<file path="src/hdl/adsr_pkg.sv">
// Shared types, constants and codes for the ADSR envelope scaler.
`timescale 1ns / 1ps

package adsr_pkg;

    // Field and register widths
    localparam int SMP_W      = 16;
    localparam int LVL_W      = 25;
    localparam int PH_W       = 3;
    localparam int TIME_W     = 32;
    localparam int STEP_W     = 16;
    localparam int FRAC_W     = 24;
    localparam int CFG_ADDR_W = 3;
    localparam int CFG_DATA_W = 32;

    // Output stream word: sample, level, phase, padded to whole bytes
    localparam int OUT_USED_W  = SMP_W + LVL_W + PH_W;
    localparam int OUT_TDATA_W = ((OUT_USED_W + 7) / 8) * 8;

    // Divider geometry: dividend < divisor * 2^DIV_Q_W always holds
    localparam int DIV_Q_W = LVL_W;
    localparam int DIV_D_W = TIME_W;
    localparam int DIV_N_W = DIV_Q_W + DIV_D_W;

    // Unity gain in 1.24
    localparam logic [LVL_W-1:0] LVL_ONE = LVL_W'(1) << FRAC_W;

    // Envelope phase codes
    localparam logic [PH_W-1:0] PH_IDLE    = 3'd0;
    localparam logic [PH_W-1:0] PH_ATTACK  = 3'd1;
    localparam logic [PH_W-1:0] PH_DECAY   = 3'd2;
    localparam logic [PH_W-1:0] PH_SUSTAIN = 3'd3;
    localparam logic [PH_W-1:0] PH_RELEASE = 3'd4;

    // Configuration register indexes
    localparam logic [CFG_ADDR_W-1:0] REG_ATTACK  = 3'd0;
    localparam logic [CFG_ADDR_W-1:0] REG_DECAY   = 3'd1;
    localparam logic [CFG_ADDR_W-1:0] REG_SUSTAIN = 3'd2;
    localparam logic [CFG_ADDR_W-1:0] REG_RELEASE = 3'd3;
    localparam logic [CFG_ADDR_W-1:0] REG_STEP    = 3'd4;

    // Configuration reset values
    localparam logic [TIME_W-1:0] ATTACK_RST  = 32'd8388608;
    localparam logic [TIME_W-1:0] DECAY_RST   = 32'd1677722;
    localparam logic [LVL_W-1:0]  SUSTAIN_RST = 25'd6710886;
    localparam logic [TIME_W-1:0] RELEASE_RST = 32'd16777216;
    localparam logic [STEP_W-1:0] STEP_RST    = 16'd380;

    // Controller to datapath commands
    typedef struct packed {
        logic accept;     // take request, apply gate and phase cascade
        logic dec_mul;    // form decay numerator product
        logic div_start;  // launch divider for current phase
        logic set_level;  // level straight from phase (sustain, idle)
        logic post;       // finish level from quotient
        logic rel_level;  // take release level from product
        logic scale;      // multiply sample by level
        logic emit;       // load output register, advance time
    } t_dp_cmd;

    // Datapath to controller status
    typedef struct packed {
        logic [PH_W-1:0] phase;
        logic            div_done;
        logic            out_free;
    } t_dp_sts;

endpackage

</file>
<file path="src/hdl/adsr_ctrl.sv">
// Sequencing state machine for the ADSR envelope scaler.
`timescale 1ns / 1ps

module adsr_ctrl (
    input  logic               i_clk,
    input  logic               i_rst_n,
    input  logic               i_in_valid,
    output logic               o_in_ready,
    input  adsr_pkg::t_dp_sts  i_sts,
    output adsr_pkg::t_dp_cmd  o_cmd
);
    import adsr_pkg::*;

    localparam logic [2:0] ST_IDLE  = 3'd0;
    localparam logic [2:0] ST_PREP  = 3'd1;
    localparam logic [2:0] ST_DLOAD = 3'd2;
    localparam logic [2:0] ST_DIV   = 3'd3;
    localparam logic [2:0] ST_POST  = 3'd4;
    localparam logic [2:0] ST_RLVL  = 3'd5;
    localparam logic [2:0] ST_SCALE = 3'd6;
    localparam logic [2:0] ST_OUT   = 3'd7;

    logic [2:0] r_state;
    logic [2:0] n_state;

    // Next state and commands
    always_comb begin
        n_state    = r_state;
        o_cmd      = '0;
        o_in_ready = 1'b0;
        unique case (r_state)
            ST_IDLE: begin
                o_in_ready = 1'b1;
                if (i_in_valid) begin
                    o_cmd.accept = 1'b1;
                    n_state      = ST_PREP;
                end
            end
            ST_PREP: begin
                unique case (i_sts.phase)
                    PH_ATTACK, PH_RELEASE: begin
                        o_cmd.div_start = 1'b1;
                        n_state         = ST_DIV;
                    end
                    PH_DECAY: begin
                        o_cmd.dec_mul = 1'b1;
                        n_state       = ST_DLOAD;
                    end
                    default: begin
                        o_cmd.set_level = 1'b1;
                        n_state         = ST_SCALE;
                    end
                endcase
            end
            ST_DLOAD: begin
                o_cmd.div_start = 1'b1;
                n_state         = ST_DIV;
            end
            ST_DIV: begin
                if (i_sts.div_done) begin
                    n_state = ST_POST;
                end
            end
            ST_POST: begin
                o_cmd.post = 1'b1;
                n_state    = (i_sts.phase == PH_RELEASE) ? ST_RLVL : ST_SCALE;
            end
            ST_RLVL: begin
                o_cmd.rel_level = 1'b1;
                n_state         = ST_SCALE;
            end
            ST_SCALE: begin
                o_cmd.scale = 1'b1;
                n_state     = ST_OUT;
            end
            ST_OUT: begin
                if (i_sts.out_free) begin
                    o_cmd.emit = 1'b1;
                    n_state    = ST_IDLE;
                end
            end
            default: n_state = ST_IDLE;
        endcase
    end

    // Advance state
    always_ff @(posedge i_clk) begin
        if (!i_rst_n) begin
            r_state <= ST_IDLE;
        end else begin
            r_state <= n_state;
        end
    end

endmodule

</file>
<file path="config.mk">
export PLATFORM = sky130hd
export DESIGN_NAME = adsr_ctrl
export DESIGN_NICKNAME = d
export VERILOG_FILES = /design/src/hdl/adsr_pkg.sv /design/src/hdl/adsr_ctrl.sv
export SDC_FILE = /design/constraint.sdc
export NUM_CORES = 1
export LEC_CHECK = 0
export BUFFER_PORTS_ARGS = -buffer_cell sky130_fd_sc_hd__buf_4
export CORE_AREA = 2 2 39 41
export DETAILED_ROUTE_END_ITERATION = 7
export DIE_AREA = 0 0 41 43
export PLACE_DENSITY_LB_ADDON = 0.08
export SYNTH_ARGS = -nofsm -noshare
export SYNTH_HDL_FRONTEND = slang
export SYNTH_SLANG_ARGS = --single-unit
</file>
<file path="constraint.sdc">
create_clock -name i_clk -period 1.13 [get_ports i_clk]
set_input_delay 0.113 -clock i_clk [delete_from_list [all_inputs] [get_ports i_clk]]
set_output_delay 0.113 -clock i_clk [all_outputs]
set_load 0.005 [all_outputs]
</file>
======== Yosys cells after proc, flatten, opt, wreduce, memory -nomap -nowiden ========
Cells that the tools add are included.
operators by class
  bitwise operators ....................... 0
  shifts and indexed selects .............. 0
  mux-type cells .......................... 20
  reductions and logical operators ........ 4
  add/subtract/negate cells ............... 0
  magnitude comparators ................... 0
  $mul .................................... 0
  div/mod/pow operators ................... 0
  equal/unequal tests ..................... 13
operator list
  kind                count
  $pmux 3 s8          1
  $eq 3x3->1 const B  5
  $mux 1              13
  $eq 3x2->1 const B  3
  $mux 3              3
  $eq 3x1->1 const B  2
  $ne 2x2->1 const B  3
  $pmux 3 s2          1
  $logic_not 3->1     1
  $reduce_and 3->1    1
  $reduce_or 3->1     1
  $mux 2              1
  $pmux 1 s2          1
  $reduce_or 2->1     1
storage, ports and cells
  bits in writable memories ............... 0
  bits in read-only memories .............. 0
  logic and storage cells ................. 38
  flip-flop bits (word level) ............. 3
  latch bits .............................. 0
  memories ................................ 0
  output and inout bits ................... 9

======== Longest topological paths before layout ========
Gate-level depths: netlist of the first run.
  depth in word-level cells ............... 4
  depth in mapped cells ................... 5
  mapped depth without buffers ............ 4

======== Worst setup path before layout of the first run ========
Ideal clock, no wire load.
  path kind ............................... register -> register
  start ................................... reg r_state[1]
  end ..................................... reg r_state[2]
  path buffers ............................ 1
  period minus slack after synthesis ...... 1.098 ns
  cell stages (with the launch flop) ...... 6
  required time ........................... 1.011 ns
  setup slack ............................. 0.032 ns
  library setup time ...................... 0.119 ns
  arrival ................................. 0.980 ns
  path through ............................ dfxtp_1 buf_6 nand2_1 xor2_1 nand2_1 o221a_1
on the way
  word-level cells in the longest chain between the ends .. 3
ends and longest elaborated chain
  what                                RTL line         source
  start: declaration                  adsr_ctrl.sv:23  logic [2:0] r_state;
  start signal: assignment            adsr_ctrl.sv:91  r_state <= n_state;
  $eq 3x2->1 (tied with other cells)  adsr_ctrl.sv:31  unique case (r_state)
  $ne 2x2->1 (no line)                -
  $reduce_and 3->1 (no line)          -
Several ways; a longest one is shown, not always the timed one.
A chain may end at the register's enable or synchronous reset.

==> qor.csv, run 1 <==
metric,value,unit
outcome,"finished, violations left",
violations,negative setup slack,
synth_area_leaders,"dfxtp_1, buf_6, nor3b_1",
fin_crit,1.296,ns
cts_made_buffers,3,
rsz0062_at_grt,yes,
clk_pin_slew_worst_paths,0.04,ns
combinationalPowerShare,76.2,%
crit_required,1.02,ns
portBuffers,16,
power.internal,1.190,mW
path_max_fanout,6,
cts_tree,done,
grt_overflow,0,
vias_per_cell,4.479,
tightest_slew,0.2869,ns
max_flop_register,r_state,
coreArea,1384,um^2
ios,17,
dpl.hpwl,652.7,um
initial_core_util,25.23,%
pwr-share-clk,9.8,%
synthCells,42,
drt_first_pass_iters,1,
cap_violations,0,
ys.flop_type,dfxtp_1,
finalWorstSetupSlack,-0.1661,ns
fmaxAchievable,771.6,MHz
ir_drop,1.135,mV
min_from,i_rst_n,
async_reset_ff_share,0,%
relSlewSlack,80.71,%
rrSetupSlack,-0.13,ns
rows,14,
wl_per_cell,10.48,um
clk_latency,0.23,ns
grt_pass1_vias,398,
gp_congestion,0.6907,
grt_start_max_net_pins,8,
start_kind,register,
drt.antenna.violating_nets,0,
worst-setup-path-type,register to output port,
synth_largest_area_cell,dfxtp_1,
reg2reg_to,r_state[2]$_SDFFE_PN0P_,
htreeDepth,1,
vias,421,
hold_buffers,0,
arrival,1.18,ns
synth.distinct_cells,28,
synth_edf_count,0,
final_cell_count_no_fill,94,
rr_worst_depth,4,
cts_sinks,3,
synthesis.area,349.1,um^2
fp.dieH,43,um
power_density,2622,nW/um^2
switchingPower,700.2,uW
track_usage,13.71,%
yosysSeqAreaShare,17.20,%
ys_warn_count,0,
drt_iter0_drc,0,
area_growth,106.5,%
setup_viol,10,
holdPathStages,2,
pwr-share-seq,14.0,%
largest_reg_flops,3,
min_period_over_period,114.7,%
drc,0,
final-max-slew-violation-count,0,
hold_viol_final,0,
drive_above_1_share,70.51,%
synth_top_area_share,17.20,%
swShare,37.05,%
endpoint_kind,output port,
cts_max_path_buffers,2,
grt_pass1_wl,1.607,mm
hold_end,r_state[2]$_SDFFE_PN0P_,
min_path_type,input pin to register,
finalNetCount,87,
fin_worst_skew,0.0001197,ns
finalPower,1.890,mW
dieArea,1763,um^2
ys_seq_elements,3,
die_x,41,um
synth_nets,50,
timing.rr.start,r_state[1]$_SDFFE_PN0P_,
leakage,0.3363,nW
antenna_found_initial,0,
syn_avg_cell_area,8.312,um^2
drt_wl_total,985,um
clockRootBuffer,clkbuf_4,
n_antenna_cell,0,
reg_top3,r_state x3,
place_inst,82,
[worst max path at each step]
| stage | startpoint | end | slack, ns | cells past startpoint |
|---|---|---|---|---|
| floorplan | r_state[1]$_SDFFE_PN0P_ | r_state[2]$_SDFFE_PN0P_ | 0.03 | 5 |
| global placement | r_state[2]$_SDFFE_PN0P_ | r_state[2]$_SDFFE_PN0P_ | -0.06 | 4 |
| detailed placement | r_state[1]$_SDFFE_PN0P_ | r_state[0]$_SDFFE_PN0P_ | -0.04 | 4 |
| CTS | r_state[1]$_SDFFE_PN0P_ | o_cmd[5] | -0.16 | 4 |
| global route | r_state[1]$_SDFFE_PN0P_ | o_cmd[5] | -0.23 | 4 |
| finish | r_state[1]$_SDFFE_PN0P_ | o_cmd[5] | -0.17 | 4 |
[cell usage in the layout, fill, tap and decap left out, types with 2 or more instances in the layout]
master,Yosys,final
nand2_4,0,2
a21oi_1,3,2
buf_4,0,26
buf_6,3,8
nor3_4,1,2
nor2_1,3,2
clkbuf_4,0,3
nand2b_1,2,2
nand2_1,4,2
nor2_4,1,2
dfxtp_4,0,3
nor3b_1,3,3
[synthesized netlist by cell type (2+ instances only)]
library cell and instances:
nand2_1 4, a21oi_1 3, buf_6 3, dfxtp_1 3, nor2_1 3, nor3b_1 3, nand2b_1 2
[power by group through the flow]
stage | combinational [mW] | clock (mW) | sequential [mW]
2_1_floorplan | 0.642 | 0 | 0.215
3_3_place_gp | 1.00 | 0 | 0.254
3_5_place_dp | 0.985 | 0 | 0.251
4_1_cts | 1.29 | 0.193 | 0.263
5_1_grt | 1.56 | 0.206 | 0.277
6_report | 1.44 | 0.185 | 0.264
[per-layer routing]
metal / up-vias / GRT usage (%) / wire length, um
met1: 188 / 17.52 / 440
met5: - / 0 / 0
met4: 0 / 8.000 / 14
met3: 2 / 3.141 / 40
li1: 219 / - / -
met2: 12 / 20.00 / 490
[worst max-delay path, cell delays in order (launching register included)]
cell	delay, ns
dfxtp_4	0.37
buf_6	0.12
or2b_1	0.24
a21oi_2	0.11
buf_4	0.11
[metrics by stage]
stage | setup TNS (ns) | util, % | hold WS, ns | worst slack [ns] | area [um^2]
6_report | -0.8757 | 52.08 | 0.1559 | -0.1661 | 720.7
5_1_grt | -1.562 | 52.08 | 0.1591 | -0.2255 | 720.7
4_1_cts | -1.095 | 48.01 | 0.1423 | -0.1607 | 664.4
3_5_place_dp | -0.1058 | 38.88 | 0.3915 | -0.04060 | 538.0
3_3_place_gp | -0.1003 | 38.88 | 0.3909 | -0.06068 | 538.0
2_1_floorplan | 0 | - | 0.2549 | 0.03159 | 349.1
[layout make-up]
class                   count  area (um^2)
repair buffers             35        305.3
fillers                   149        663.1
clock buffers               4        26.28
multi-input cells          36        297.8
well taps                  16        20.02
flip-flops and latches      3        71.32
[kinds of logic (layout without fill, tap and decap cells)]
kind of cell | after synthesis | count (layout) | synth area share, %
AOI/OAI and AO/OA | 9 | 9 | 19.71
xor gates and xnor gates | 2 | 2 | 5.019
buffers and inverters | 3 | 39 | 9.677
DFF | 3 | 3 | 17.20
and+or+nand+nor | 25 | 25 | 48.39
[repair_timing]
action | in CTS | in global routing
resized for setup | 14 | 11
setup buffers | 6 | 2
pin swaps | 5 | 4
endpoints found under the setup margin | 12 | 11
(Power assumes the default switching activity.)
==> run 2: changes to the inputs <==
- clock period: 1.13 -> 1.39 ns (I/O delays scaled with it)
==> qor.csv, run 2 (same netlist as run 1, synthesis figures left out) <==
metric,value,unit,change
outcome,"complete, no violations",,"was finished, violations left"
max_stage_delay,0.34,ns,was 0.37 ns
worst-setup-path-type,register to output port,,unchanged
dpl.hpwl,667.6,um,was 652.7 um
portBuffers,16,,unchanged
grt_overflow,0,,unchanged
grt_start_max_net_pins,10,,was 8
grtUsageMet2,15.31,%,was 20.00%
leakage,0.2381,nW,was 0.3363 nW
hold_buffers,0,,unchanged
min_path_type,input pin to register,,unchanged
drt_wl_total,845,um,was 985 um
dieArea,1763,um^2,unchanged
placed_area,493.0,um^2,was 538.0 um^2
gp_congestion,0.6570,,was 0.6907
wl_per_cell,10.56,um,was 10.48 um
use_met1,14.47,%,was 17.52%
grt_pass1_vias,345,,was 398
fin_crit,1.370,ns,
grt_pass1_wl,1.380,mm,was 1.607 mm
max_flop_register,r_state,,unchanged
slowest_stage,dfxtp_2,,was dfxtp_4
n_antenna_cell,0,,unchanged
finalNetCount,73,,was 87
vias_per_cell,4.750,,was 4.479
drc,0,,unchanged
cap_violations,0,,unchanged
ios,17,,unchanged
cts_max_path_buffers,2,,unchanged
coreArea,1384,um^2,unchanged
final_core_util,38.79,%,was 52.08%
rows,14,,unchanged
final_common_cell,buf_4,,unchanged
crit_top_cell,buf_4,,
cts_tree,done,,unchanged
tightest_slew,0.2911,ns,was 0.2869 ns
ir_drop,0.7604,mV,was 1.135 mV
clockRootBuffer,clkbuf_4,,unchanged
reg_top3,r_state x3,,unchanged
arrival,1.23,ns,was 1.18 ns
met3_usage,3.141,%,unchanged
fin_worst_skew,0.005170,ns,was 0.0001197 ns
cts_sinks,3,,unchanged
clk_pin_slew_worst_paths,0.04,ns,about the same
clk_latency,0.23,ns,about the same
antenna_found_initial,0,,unchanged
die_x,41,um,unchanged
finalInstanceArea,536.8,um^2,was 720.7 um^2
hold_viol_final,0,,unchanged
cts_made_buffers,3,,unchanged
path_cells,buf_4 -> nor2_4 -> nand2_2 -> nor3_4 -> buf_4,,was buf_6 -> or2b_1 -> a21oi_2 -> buf_4
mostFrequentLayoutCells,"buf_4, nand2_1, nor2_1, nor3b_1, clkbuf_4",,"was buf_4, buf_6, nor3b_1, clkbuf_4, dfxtp_4"
busiest_layer,met2,,unchanged
endpoint_kind,output port,,unchanged
relSlewSlack,80.43,%,was 80.71%
critical_path_buf_inv_count,2,,unchanged
htreeDepth,1,,unchanged
drt.antenna.violating_nets,0,,unchanged
final-max-slew-violation-count,0,,unchanged
drive_above_1_share,56.25,%,was 70.51%
largest_reg_flops,3,,unchanged
power_density,2059,nW/um^2,was 2622 nW/um^2
rsz0062_at_grt,yes,,unchanged
crit_family,simple AND/OR/NAND/NOR gates,,was flip-flops
fmaxAchievable,730.1,MHz,
track_usage,12.15,%,was 13.71%
area_growth,53.76,%,was 106.5%
drt_iter0_drc,8,,was 0
vias,380,,was 421
path_max_fanout,7,,was 6
min_period_over_period,98.53,%,
start_kind,register,,unchanged
setup_viol,0,,was 10
fp.dieH,43,um,unchanged
crit_required,1.25,ns,was 1.02 ns
drt_first_pass_iters,4,,was 1
initial_core_util,25.23,%,unchanged
-- run 2: cell count changes in the layout (fill, tap and decap cells not counted), moves of 2 or more --
| cell | change |
|---|---|
| dfxtp_4 | -2 |
| nand2_1 | +2 |
| buf_4 | -7 |
| buf_6 | -6 |
| nand2_4 | -2 |
| dfxtp_2 | +2 |
-- run 2: area by class of cell --
cell class	count	area, um^2
fillers	152	847.1
clock buffers	4	26.28
multi-input cells	36	259.0
flip-flops and latches	3	66.31
repair buffers	21	165.2
well taps	16	20.02
-- run 2: power breakdown --
part / switching [mW] / total (mW) / internal, mW
Sequential: 0.0781 / 0.223 / 0.145
Combinational: 0.319 / 0.728 / 0.409
Clock: 0.0465 / 0.154 / 0.108
Total: 0.443 / 1.11 / 0.662
-- run 2: path summary, 6_finish.rpt --
kind                                start                       to  slack [ns]  cells after the start
hold reg to reg   r_state[1]$_SDFFE_PN0P_  r_state[0]$_SDFFE_PN0P_        0.66                      2
setup reg to reg  r_state[2]$_SDFFE_PN0P_  r_state[2]$_SDFFE_PN0P_        0.24                      4
setup / recovery  r_state[1]$_SDFFE_PN0P_                 o_cmd[4]        0.02                      5
hold / removal                    i_rst_n  r_state[2]$_SDFFE_PN0P_        0.16                      2
-- run 2: per-layer routing --
metal	wire length, um	vias to the layer above
met5	0	-
met4	22	0
met3	59	2
met2	407	17
met1	355	167
li1	-	194
-- run 2: repair_timing --
item,CTS,global route
buffers inserted,0,0
pin swaps,0,1
setup endpoints to repair,3,3
gates resized for setup,4,3
-- run 2: through the flow --
| step | TNS (ns) | power [mW] | setup WS [ns] | hold slack [ns] | std cells |
|---|---|---|---|---|---|
| after floorplan | 0 | 0.6967 | 0.2916 | 0.2809 | 42 |
| after global placement | 0 | 0.9211 | 0.1932 | 0.4106 | 76 |
| after detailed placement | 0 | 0.9108 | 0.2019 | 0.4116 | 76 |
| after CTS | 0 | 1.098 | 0.001090 | 0.1555 | 80 |
| after global routing | -0.08379 | 1.209 | -0.03921 | 0.1562 | 80 |
| final | 0 | 1.105 | 0.02037 | 0.1648 | 80 |
